<file path="config.mk">
export PLATFORM = sky130hd
export DESIGN_NAME = limb_stream_divider_by_two_limb
export DESIGN_NICKNAME = d
export VERILOG_FILES = /design/src/hw/rtl/lsd2_pkg.sv /design/src/hw/rtl/lsd2_front.sv /design/src/hw/rtl/lsd2_fifo.sv /design/src/hw/rtl/lsd2_back.sv /design/src/hw/rtl/limb_stream_divider_by_two_limb.sv
export SDC_FILE = /design/constraint.sdc
export NUM_CORES = 2
export LEC_CHECK = 0
export ABC_AREA = 1
export ABC_CLOCK_PERIOD_IN_PS = 6200
export BUFFER_PORTS_ARGS = -buffer_cell sky130_fd_sc_hd__clkbuf_2
export CORE_MARGIN = 8
export CORE_UTILIZATION = 30
export DETAILED_ROUTE_END_ITERATION = 12
export GPL_ROUTABILITY_DRIVEN = 1
export HOLD_SLACK_MARGIN = 0.15
export PLACE_DENSITY = 0.5
export SLEW_MARGIN = 20
export SYNTH_ARGS = -nofsm -noshare
export SYNTH_HDL_FRONTEND = slang
export SYNTH_HIERARCHICAL = 1
export SYNTH_SLANG_ARGS = --single-unit
export TNS_END_PERCENT = 10
</file>
<file path="constraint.sdc">
create_clock -name clk_i -period 6.2 [get_ports clk_i]
set_input_delay 0.93 -clock clk_i [delete_from_list [all_inputs] [get_ports clk_i]]
set_output_delay 0.93 -clock clk_i [all_outputs]
set_load 0.005 [all_outputs]
</file>
<file path="src/hw/rtl/lsd2_pkg.sv">
// ----------------------------------------------------------------------------
// lsd2_pkg
// Shared types and codes of the limb stream divider: the command set that
// the front end hands to the back end, the stream phase and the back-end
// state, and the configuration register indexes.
// ----------------------------------------------------------------------------
`default_nettype none

package lsd2_pkg;

  // Commands carried through the queue from the front end to the back end.
  typedef enum logic [2:0] {
    CMD_ZERO = 3'd0, // emit an all-zero top quotient limb, clear the remainder
    CMD_BAD  = 3'd1, // emit the error result of a one-limb dividend
    CMD_LOAD = 3'd2, // load the remainder from the operand, no result
    CMD_CMP  = 3'd3, // compare-subtract the two-limb operand, emit one quotient bit
    CMD_DIV  = 3'd4, // bit-serial 3-by-2 division step, emit one quotient limb
    CMD_REM  = 3'd5  // emit the shifted remainder, end of dividend
  } lsd2_cmd_e;

  // Position of the front end within a dividend.
  typedef enum logic [1:0] {
    PH_IDLE   = 2'd0,
    PH_SECOND = 2'd1,
    PH_BODY   = 2'd2
  } lsd2_phase_e;

  // Back-end execution state.
  typedef enum logic [0:0] {
    BK_IDLE = 1'b0,
    BK_DIV  = 1'b1
  } lsd2_back_e;

  // Configuration register indexes.
  localparam logic [1:0] CFG_DIV_HIGH = 2'd0;
  localparam logic [1:0] CFG_DIV_LOW  = 2'd1;
  localparam logic [1:0] CFG_RECIP    = 2'd2;
  localparam logic [1:0] CFG_SHIFT    = 2'd3;

endpackage

`default_nettype wire

</file>
<file path="src/hw/rtl/lsd2_front.sv">
// ----------------------------------------------------------------------------
// lsd2_front
// Accepts dividend limbs, tracks the stream phase and the previous limb,
// applies the normalization shift and turns each limb into at most three
// commands that it pushes into the queue one per cycle while it is not full.
// ----------------------------------------------------------------------------
`default_nettype none

module lsd2_front import lsd2_pkg::*; #(
  parameter int LB = 32,
  parameter int SW = 5,
  parameter int CW = 3 + 2 * LB
) (
  input  wire logic          clk_i,
  input  wire logic          rst_ni,
  input  wire logic [31:0]   limb_i,
  input  wire logic          is_first_i,
  input  wire logic          is_last_i,
  input  wire logic          in_valid_i,
  output logic               in_stall_o,
  input  wire logic [SW-1:0] shift_i,
  output logic               push_o,
  output logic [CW-1:0]      push_data_o,
  input  wire logic          full_i
);

  localparam int AW = 2 * LB;

  lsd2_phase_e   phase_q, phase_d;
  logic [LB-1:0] prev_q, prev_d;
  logic [CW-1:0] slot_q [3];
  logic [CW-1:0] new_cmd [3];
  logic [1:0]    pend_q, n_new;
  logic          accept;
  logic [LB-1:0] limb;
  logic [3*LB-1:0] x;

  assign limb       = limb_i[LB-1:0];
  assign in_stall_o = (pend_q != 2'd0);
  assign accept     = in_valid_i && !in_stall_o;
  assign push_o     = (pend_q != 2'd0) && !full_i;
  assign push_data_o = slot_q[0];

  // Previous and current limb shifted left across the limb border.
  assign x = {{LB{1'b0}}, prev_q, limb} << shift_i;

  always_comb begin
    phase_d    = phase_q;
    prev_d     = prev_q;
    n_new      = 2'd0;
    new_cmd[0] = '0;
    new_cmd[1] = '0;
    new_cmd[2] = '0;
    if (accept) begin
      priority if (is_first_i && is_last_i) begin
        new_cmd[0] = {CMD_BAD, {AW{1'b0}}};
        n_new      = 2'd1;
        phase_d    = PH_IDLE;
      end else if (is_first_i) begin
        new_cmd[0] = {CMD_ZERO, {AW{1'b0}}};
        n_new      = 2'd1;
        prev_d     = limb;
        phase_d    = PH_SECOND;
      end else if (phase_q != PH_IDLE) begin
        prev_d  = limb;
        phase_d = PH_BODY;
        n_new   = 2'd1;
        if (phase_q == PH_SECOND) begin
          if (shift_i != '0) begin
            new_cmd[0] = {CMD_LOAD, x[3*LB-1:LB]};
          end else begin
            new_cmd[0] = {CMD_CMP, prev_q, limb};
          end
        end else begin
          if (shift_i != '0) begin
            new_cmd[0] = {CMD_DIV, {LB{1'b0}}, x[2*LB-1:LB]};
          end else begin
            new_cmd[0] = {CMD_DIV, {LB{1'b0}}, limb};
          end
        end
        if (is_last_i) begin
          phase_d = PH_IDLE;
          if (shift_i != '0) begin
            // One more division brings in the bits shifted out of the last limb.
            new_cmd[1] = {CMD_DIV, {LB{1'b0}}, x[LB-1:0]};
            new_cmd[2] = {CMD_REM, {AW{1'b0}}};
            n_new      = 2'd3;
          end else begin
            new_cmd[1] = {CMD_REM, {AW{1'b0}}};
            n_new      = 2'd2;
          end
        end
      end else begin
        n_new = 2'd0;
      end
    end
  end

  always_ff @(posedge clk_i or negedge rst_ni) begin
    if (!rst_ni) begin
      phase_q <= PH_IDLE;
      prev_q  <= '0;
      pend_q  <= 2'd0;
    end else begin
      phase_q <= phase_d;
      prev_q  <= prev_d;
      if (accept) begin
        pend_q <= n_new;
      end else if (push_o) begin
        pend_q <= pend_q - 2'd1;
      end
    end
  end

  always_ff @(posedge clk_i) begin
    if (accept) begin
      slot_q[0] <= new_cmd[0];
      slot_q[1] <= new_cmd[1];
      slot_q[2] <= new_cmd[2];
    end else if (push_o) begin
      slot_q[0] <= slot_q[1];
      slot_q[1] <= slot_q[2];
    end
  end

endmodule

`default_nettype wire

</file>
<file path="src/hw/rtl/lsd2_fifo.sv">
// ----------------------------------------------------------------------------
// lsd2_fifo
// Four-entry command queue between the front end and the back end.
// ----------------------------------------------------------------------------
`default_nettype none

module lsd2_fifo #(
  parameter int DW = 67
) (
  input  wire logic          clk_i,
  input  wire logic          rst_ni,
  input  wire logic          push_i,
  input  wire logic [DW-1:0] push_data_i,
  output logic               full_o,
  input  wire logic          pop_i,
  output logic               empty_o,
  output logic [DW-1:0]      pop_data_o
);

  localparam int DEPTH = 4;
  localparam int PW    = $clog2(DEPTH);

  logic [DW-1:0] mem_q [DEPTH];
  logic [PW-1:0] wr_q, rd_q;
  logic [PW:0]   cnt_q;
  logic          do_push, do_pop;

  assign full_o     = (cnt_q == (PW + 1)'(DEPTH));
  assign empty_o    = (cnt_q == '0);
  assign do_push    = push_i && !full_o;
  assign do_pop     = pop_i && !empty_o;
  assign pop_data_o = mem_q[rd_q];

  always_ff @(posedge clk_i or negedge rst_ni) begin
    if (!rst_ni) begin
      wr_q  <= '0;
      rd_q  <= '0;
      cnt_q <= '0;
    end else begin
      if (do_push) begin
        wr_q <= wr_q + 1'b1;
      end
      if (do_pop) begin
        rd_q <= rd_q + 1'b1;
      end
      if (do_push && !do_pop) begin
        cnt_q <= cnt_q + 1'b1;
      end else if (do_pop && !do_push) begin
        cnt_q <= cnt_q - 1'b1;
      end
    end
  end

  always_ff @(posedge clk_i) begin
    if (do_push) begin
      mem_q[wr_q] <= push_data_i;
    end
  end

endmodule

`default_nettype wire

</file>
<file path="src/hw/rtl/lsd2_back.sv">
// ----------------------------------------------------------------------------
// lsd2_back
// Executes queued commands against the running two-limb remainder. Divisions
// run on a restoring unit that retires one quotient bit per cycle, but the final
// bit waits for a free output register. Results leave through an output register.
// ----------------------------------------------------------------------------
`default_nettype none

module lsd2_back import lsd2_pkg::*; #(
  parameter int LB = 32,
  parameter int SW = 5
) (
  input  wire logic            clk_i,
  input  wire logic            rst_ni,
  input  wire logic            cmd_valid_i,
  input  wire lsd2_cmd_e       cmd_op_i,
  input  wire logic [2*LB-1:0] cmd_arg_i,
  output logic                 cmd_pop_o,
  input  wire logic [LB-1:0]   div_high_i,
  input  wire logic [LB-1:0]   div_low_i,
  input  wire logic [SW-1:0]   shift_i,
  output logic [31:0]          quotient_limb_o,
  output logic [63:0]          remainder_o,
  output logic                 is_remainder_o,
  output logic                 last_o,
  output logic                 bad_length_o,
  output logic                 out_valid_o,
  input  wire logic            out_stall_i
);

  localparam int CNW = $clog2(LB);

  lsd2_back_e     state_q, state_d;
  logic [2*LB-1:0] rem_q, rem_d;
  logic [LB-1:0]  u_q, u_d, q_q, q_d;
  logic [CNW-1:0] cnt_q, cnt_d;

  logic [2*LB-1:0] dvs, sh, r_step, cmp_diff;
  logic           take, cmp_take, out_free, load_out, out_valid_q, out_valid_d;
  logic [LB-1:0]  q_step;

  logic [31:0]    o_quot_q, o_quot_d;
  logic [63:0]    o_rem_q, o_rem_d;
  logic           o_isrem_q, o_isrem_d, o_last_q, o_last_d, o_bad_q, o_bad_d;

  assign dvs = {div_high_i, div_low_i};

  // One restoring step; the bit shifted out of the top forces a subtract.
  assign sh       = {rem_q[2*LB-2:0], u_q[LB-1]};
  assign take     = rem_q[2*LB-1] || (sh >= dvs);
  assign r_step   = take ? (sh - dvs) : sh;
  assign q_step   = {q_q[LB-2:0], take};
  assign cmp_take = (cmd_arg_i >= dvs);
  assign cmp_diff = cmd_arg_i - dvs;

  assign out_free = !out_valid_q || !out_stall_i;

  always_comb begin
    state_d   = state_q;
    rem_d     = rem_q;
    u_d       = u_q;
    q_d       = q_q;
    cnt_d     = cnt_q;
    cmd_pop_o = 1'b0;
    load_out  = 1'b0;
    o_quot_d  = '0;
    o_rem_d   = '0;
    o_isrem_d = 1'b0;
    o_last_d  = 1'b0;
    o_bad_d   = 1'b0;
    unique case (state_q)
      BK_IDLE: begin
        if (cmd_valid_i && out_free) begin
          cmd_pop_o = 1'b1;
          unique case (cmd_op_i)
            CMD_ZERO: begin
              rem_d    = '0;
              load_out = 1'b1;
            end
            CMD_BAD: begin
              load_out = 1'b1;
              o_last_d = 1'b1;
              o_bad_d  = 1'b1;
            end
            CMD_LOAD: begin
              rem_d = cmd_arg_i;
            end
            CMD_CMP: begin
              rem_d    = cmp_take ? cmp_diff : cmd_arg_i;
              load_out = 1'b1;
              o_quot_d = {31'd0, cmp_take};
            end
            CMD_DIV: begin
              u_d     = cmd_arg_i[LB-1:0];
              q_d     = '0;
              cnt_d   = CNW'(LB - 1);
              state_d = BK_DIV;
            end
            CMD_REM: begin
              load_out  = 1'b1;
              o_rem_d   = 64'(rem_q >> shift_i);
              o_isrem_d = 1'b1;
              o_last_d  = 1'b1;
            end
            default: begin
              cmd_pop_o = 1'b1;
            end
          endcase
        end
      end
      BK_DIV: begin
        if (cnt_q != '0) begin
          rem_d = r_step;
          q_d   = q_step;
          u_d   = {u_q[LB-2:0], 1'b0};
          cnt_d = cnt_q - 1'b1;
        end else if (out_free) begin
          // The final step waits here until the output register is free.
          rem_d    = r_step;
          load_out = 1'b1;
          o_quot_d = 32'(q_step);
          state_d  = BK_IDLE;
        end
      end
      default: begin
        state_d = BK_IDLE;
      end
    endcase
    out_valid_d = load_out ? 1'b1 : (out_free ? 1'b0 : out_valid_q);
  end

  always_ff @(posedge clk_i or negedge rst_ni) begin
    if (!rst_ni) begin
      state_q     <= BK_IDLE;
      rem_q       <= '0;
      out_valid_q <= 1'b0;
    end else begin
      state_q     <= state_d;
      rem_q       <= rem_d;
      out_valid_q <= out_valid_d;
    end
  end

  always_ff @(posedge clk_i) begin
    u_q   <= u_d;
    q_q   <= q_d;
    cnt_q <= cnt_d;
    if (load_out) begin
      o_quot_q  <= o_quot_d;
      o_rem_q   <= o_rem_d;
      o_isrem_q <= o_isrem_d;
      o_last_q  <= o_last_d;
      o_bad_q   <= o_bad_d;
    end
  end

  assign out_valid_o     = out_valid_q;
  assign quotient_limb_o = o_quot_q;
  assign remainder_o     = o_rem_q;
  assign is_remainder_o  = o_isrem_q;
  assign last_o          = o_last_q;
  assign bad_length_o    = o_bad_q;

endmodule

`default_nettype wire

</file>
<file path="src/hw/rtl/limb_stream_divider_by_two_limb.sv">
// Each body limb runs a division in the bit-serial restoring unit of the back
//   end; the front end takes a new limb only once it has pushed every command
//   of the previous one.
// Reset (rst_ni low, asynchronous): phase, queue and output valid clear, and
//   the configuration registers return to their reset values.
// ----------------------------------------------------------------------------
// limb_stream_divider_by_two_limb
// Streaming division of a multi-limb dividend by a normalized two-limb divisor.
// ----------------------------------------------------------------------------
`default_nettype none

module limb_stream_divider_by_two_limb import lsd2_pkg::*; #(
  parameter int LIMB_BITS = 32
) (
  input  wire logic        clk_i,
  input  wire logic        rst_ni,
  // Configuration write port.
  input  wire logic        cfg_we_i,
  input  wire logic [1:0]  cfg_index_i,
  input  wire logic [31:0] cfg_wdata_i,
  // Input channel: one dividend limb per transaction.
  input  wire logic [31:0] limb_i,
  input  wire logic        is_first_i,
  input  wire logic        is_last_i,
  input  wire logic        in_valid_i,
  output logic             in_stall_o,
  // Output channel: one quotient limb or the remainder per transaction.
  output logic [31:0]      quotient_limb_o,
  output logic [63:0]      remainder_o,
  output logic             is_remainder_o,
  output logic             last_o,
  output logic             bad_length_o,
  output logic             out_valid_o,
  input  wire logic        out_stall_i
);

  localparam int LB  = LIMB_BITS;
  localparam int SW  = $clog2(LB);
  localparam int OPW = $bits(lsd2_cmd_e);
  localparam int CW  = OPW + 2 * LB;

  // Configuration registers. The reciprocal (index 2) is accepted and dropped:
  // the restoring unit works from the divisor alone, exact if it is normalized.
  logic [LB-1:0] div_high_q, div_low_q;
  logic [4:0]    shift_q;
  logic [SW-1:0] shift_eff;

  always_ff @(posedge clk_i or negedge rst_ni) begin
    if (!rst_ni) begin
      div_high_q <= LB'(32'h8000_0000);
      div_low_q  <= '0;
      shift_q    <= '0;
    end else if (cfg_we_i) begin
      unique case (cfg_index_i)
        CFG_DIV_HIGH: div_high_q <= cfg_wdata_i[LB-1:0];
        CFG_DIV_LOW:  div_low_q  <= cfg_wdata_i[LB-1:0];
        CFG_RECIP:    ;
        CFG_SHIFT:    shift_q    <= cfg_wdata_i[4:0];
        default:      ;
      endcase
    end
  end

  // A shift of the limb width or more acts as the widest legal shift.
  assign shift_eff = (shift_q > 5'(LB - 1)) ? SW'(LB - 1) : shift_q[SW-1:0];

  logic          push, full, empty, pop;
  logic [CW-1:0] push_data, pop_data;

  // The front end decodes each limb into commands for the back end.
  lsd2_front #(
    .LB (LB),
    .SW (SW),
    .CW (CW)
  ) u_front (
    .clk_i       (clk_i),
    .rst_ni      (rst_ni),
    .limb_i      (limb_i),
    .is_first_i  (is_first_i),
    .is_last_i   (is_last_i),
    .in_valid_i  (in_valid_i),
    .in_stall_o  (in_stall_o),
    .shift_i     (shift_eff),
    .push_o      (push),
    .push_data_o (push_data),
    .full_i      (full)
  );

  // The queue lets the front end keep taking limbs while a division runs.
  lsd2_fifo #(
    .DW (CW)
  ) u_fifo (
    .clk_i       (clk_i),
    .rst_ni      (rst_ni),
    .push_i      (push),
    .push_data_i (push_data),
    .full_o      (full),
    .pop_i       (pop),
    .empty_o     (empty),
    .pop_data_o  (pop_data)
  );

  // The back end owns the running remainder and the output register.
  lsd2_back #(
    .LB (LB),
    .SW (SW)
  ) u_back (
    .clk_i           (clk_i),
    .rst_ni          (rst_ni),
    .cmd_valid_i     (!empty),
    .cmd_op_i        (lsd2_cmd_e'(pop_data[CW-1 -: OPW])),
    .cmd_arg_i       (pop_data[2*LB-1:0]),
    .cmd_pop_o       (pop),
    .div_high_i      (div_high_q),
    .div_low_i       (div_low_q),
    .shift_i         (shift_eff),
    .quotient_limb_o (quotient_limb_o),
    .remainder_o     (remainder_o),
    .is_remainder_o  (is_remainder_o),
    .last_o          (last_o),
    .bad_length_o    (bad_length_o),
    .out_valid_o     (out_valid_o),
    .out_stall_i     (out_stall_i)
  );

endmodule

`default_nettype wire

</file>
==> impl_metrics.json <==
{
  "status": "finished, final reports clean",
  "overflow": 0,
  "cts_resized": 0,
  "maxCapViolations": 0,
  "timing.rr.start": "u_fifo/rd_q[0]",
  "p_leak_nw": 25.50,
  "grt_pass1_vias": 44140,
  "synth_flop_cell": "edfxtp_1",
  "grt_pass1_wl_um": 297100,
  "worst_setup_path_start_kind": "register",
  "avgSynthCellArea_um2": 7.230,
  "critPathMaxFanout": 112,
  "path_cells": "inv_6 -> buf_12 -> nand2_1 -> o211ai_1 -> nand2_1 -> ha_1 -> a21oi_1 -> o21ai_0 -> nand2_1 -> nand2_1 -> nand2_1 -> nand2_1 -> a21oi_2 -> nand2_4 -> nand2_2 -> nand2_1 -> o21ai_1 -> nand2_1 -> nand3_1 -> nand2_1",
  "timing.slew.headroom": 0.2839,
  "postRouteAntennaNets": 0,
  "clk_pin_slew_ns": 0.06,
  "fmax_mhz": 203.8,
  "cpMostUsedCell": "nand2_1",
  "finalSetupTns_ns": 0,
  "post-place-cells": 8820,
  "ys_types": 58,
  "post-route-util": 0.3327,
  "gr-usage-met1": 0.2928,
  "path_class": "register to register",
  "cts_sinks": 715,
  "required_ns": 6.74,
  "clockPowerShare": 0.141,
  "yosys.area.top_type_share": 0.3284,
  "powerDensity_nw_per_um2": 655.4,
  "crit_buf_inv": 2,
  "via_per_inst": 5.152,
  "antenna_found_initial": 5,
  "drc_errors": 0,
  "swShare": 0.5353,
  "rr_endpoint": "u_back/rem_q[35]",
  "internal-power_w": 0.01648,
  "ff2ff_setup_slack_ns": 1.29,
  "synthesis.instances": 6791,
  "fin_crit_ns": 4.907,
  "synthTopCellsByCount": "nand2_1, nand3_1, inv_1",
  "worst_skew_pair.late_latency_ns": 0.71,
  "p_total_w": 0.03546,
  "ir_drop_mv": 0.3186,
  "cp_slowest_cell": "nand2_2",
  "htreeDepth": 3,
  "num_vias": 46280,
  "fin_worst_skew_ns": 0.06565,
  "top_usage_layer": "met2",
  "wire_per_inst_um": 22.93,
  "grt_max_degree": 130,
  "cts_tree": "built",
  "start_util": 0.3020,
  "hold_buffers": 0,
  "instances_no_fill": 8984,
  "pwr-share-comb": 0.600,
  "hold_class": "input port to asynchronous set/reset pin",
  "met2_usage": 0.3594,
  "pin_count": 174,
  "syn_nets": 7002,
  "rows": 148,
  "ys_ff_latch": 715,
  "max_stage_delay_ns": 0.59,
  "synth_edf_count": 537,
  "synth_top_area_cell": "edfxtp_1",
  "rsz0062_at_grt": "false",
  "worstPathArrival_ns": 5.45,
  "nets": 6943,
  "setup_ws_ns": 1.293,
  "die_x_um": 420.6,
  "netlist_area_um2": 49100,
  "ys_seq_area_frac": 0.4192,
  "track_usage": 0.2251,
  "period_share": 0.7915,
  "crit_family": "simple AND/OR/NAND/NOR gates",
  "dr.first_iter.drc_count": 4597,
  "r2r_cells": 20,
  "post-place-ws_ns": 1.334,
  "setup_violations": 0,
  "dpl.hpwl_um": 160900,
  "worst_pin_slew_ns": 1.070,
  "synthTopCellsByArea": "edfxtp_1, nand2_1, nand3_1, dfrtp_1, inv_1",
  "place_congestion": 1.010,
  "slew_violations": 0,
  "dr.pass1.iters": 8,
  "seqPwrFrac": 0.259,
  "ys_warn_count": 6,
  "core_um2": 162600,
  "yosysMostFrequentCell": "nand2_1",
  "cts_setup_buffers": 0,
  "end_kind": "register",
  "cts-root-buf": "clkbuf_16",
  "finalHoldViolCount": 0,
  "ys_async_sr_fraction": 0.2490,
  "p_sw_w": 0.01898,
  "io_buffers": 173,
  "cts_made_buffers": 85,
  "area_growth_pct": 10.18,
  "drive_above_1_share": 0.06774,
  "routed_wirelength_um": 206000,
  "use_met3": 0.02159,
  "die_area_um2": 176900,
  "fp.dieH_um": 420.6,
  "clock_path_buffers": 3
}
kinds of logic (layout without fill, tap and decap cells):
group | count (synthesis) | in the layout | share of synthesized area
multiplexers | 46 | 46 | 0.009378
AO/OA/AOI/OAI | 823 | 823 | 0.09648
XOR/XNOR | 63 | 63 | 0.01124
adder cells (fa/ha/maj) | 138 | 138 | 0.03563
AND/OR/NAND/NOR | 3745 | 3745 | 0.3194
flip-flops | 715 | 715 | 0.4192
buffers and inverters | 1260 | 1274 | 0.1086
other | 1 | 5 | 0.00007638
worst max path at each step:
stage	cells after the start	startpoint	endpoint
after global placement	18	u_fifo/rd_q[1]	u_back/rem_q[47]
after floorplan	7	u_fifo/cnt_q[0]	u_fifo/mem_q[0][0]
after global routing	20	u_fifo/rd_q[0]	u_back/rem_q[38]
final	20	u_fifo/rd_q[0]	u_back/rem_q[35]
after CTS	18	u_fifo/rd_q[1]	u_back/rem_q[37]
after detailed placement	18	u_fifo/rd_q[1]	u_back/rem_q[37]
stage by stage:
step                instance area [um2]  hold slack [ns]
floorplan                         49100           0.4419
detailed placement                51280           0.4565
global placement                  51280           0.4555
CTS                               54090           0.1973
global route                      54090           0.2443
finish                            54100           0.2387
power groups by stage:
stage | clock [W] | combinational, W | sequential (W)
4_1_cts | 0.00517 | 0.0210 | 0.00916
6_report | 0.00502 | 0.0213 | 0.00918
3_5_place_dp | 0 | 0.0209 | 0.00925
5_1_grt | 0.00535 | 0.0233 | 0.00934
3_3_place_gp | 0 | 0.0210 | 0.00922
2_1_floorplan | 0 | 0.0144 | 0.00850
routing by layer:
layer,vias to the layer above,part of all wire
li1,22170,-
met1,22000,0.42
met2,1740,0.45
met3,372,0.055
met4,0,0.074
met5,-,0
layout make-up:
cell class              instances  area [um2]
diodes                          4       10.01
clock buffers                 114        2308
clock inverters                46       494.2
fillers                     17700      108500
inverters                     883        3327
multi-input cells            4816       23270
flip-flops and latches        715       20600
well taps                    2175        2721
repair buffers                231        1360
state kept, by name (all words and copies together), names as in the netlist, 32 cells and up:
signal,count
u_fifo/mem_q,268
u_back/quotient_limb_o,32
div_low_q,32
div_high_q,32
u_front/slot_q,102
u_back/rem_q,64
u_back/u_q,32
u_front/prev_q,32
u_back/remainder_o,64
cell usage in the layout, fill, tap and decap left out, types with 12 or more instances in the layout:
cell type and count:
nand2_1 2298, nand3_1 887, inv_1 840, edfxtp_1 537
nor2_1 380, o21ai_0 271, a21oi_1 257, clkbuf_2 172
dfrtp_1 170, o211ai_1 161, ha_1 135, clkbuf_16 87
nand4_1 79, buf_4 54, mux2i_1 46, o22ai_1 44
xnor2_1 42, inv_2 34, nor3_1 30, clkbuf_1 24
a31oi_1 24, xor2_1 21, o21ai_1 19, clkinv_2 17
o21bai_1 16, nand3b_1 14, nor2_2 12
No activity file was read; power rests on OpenSTA's default activity.
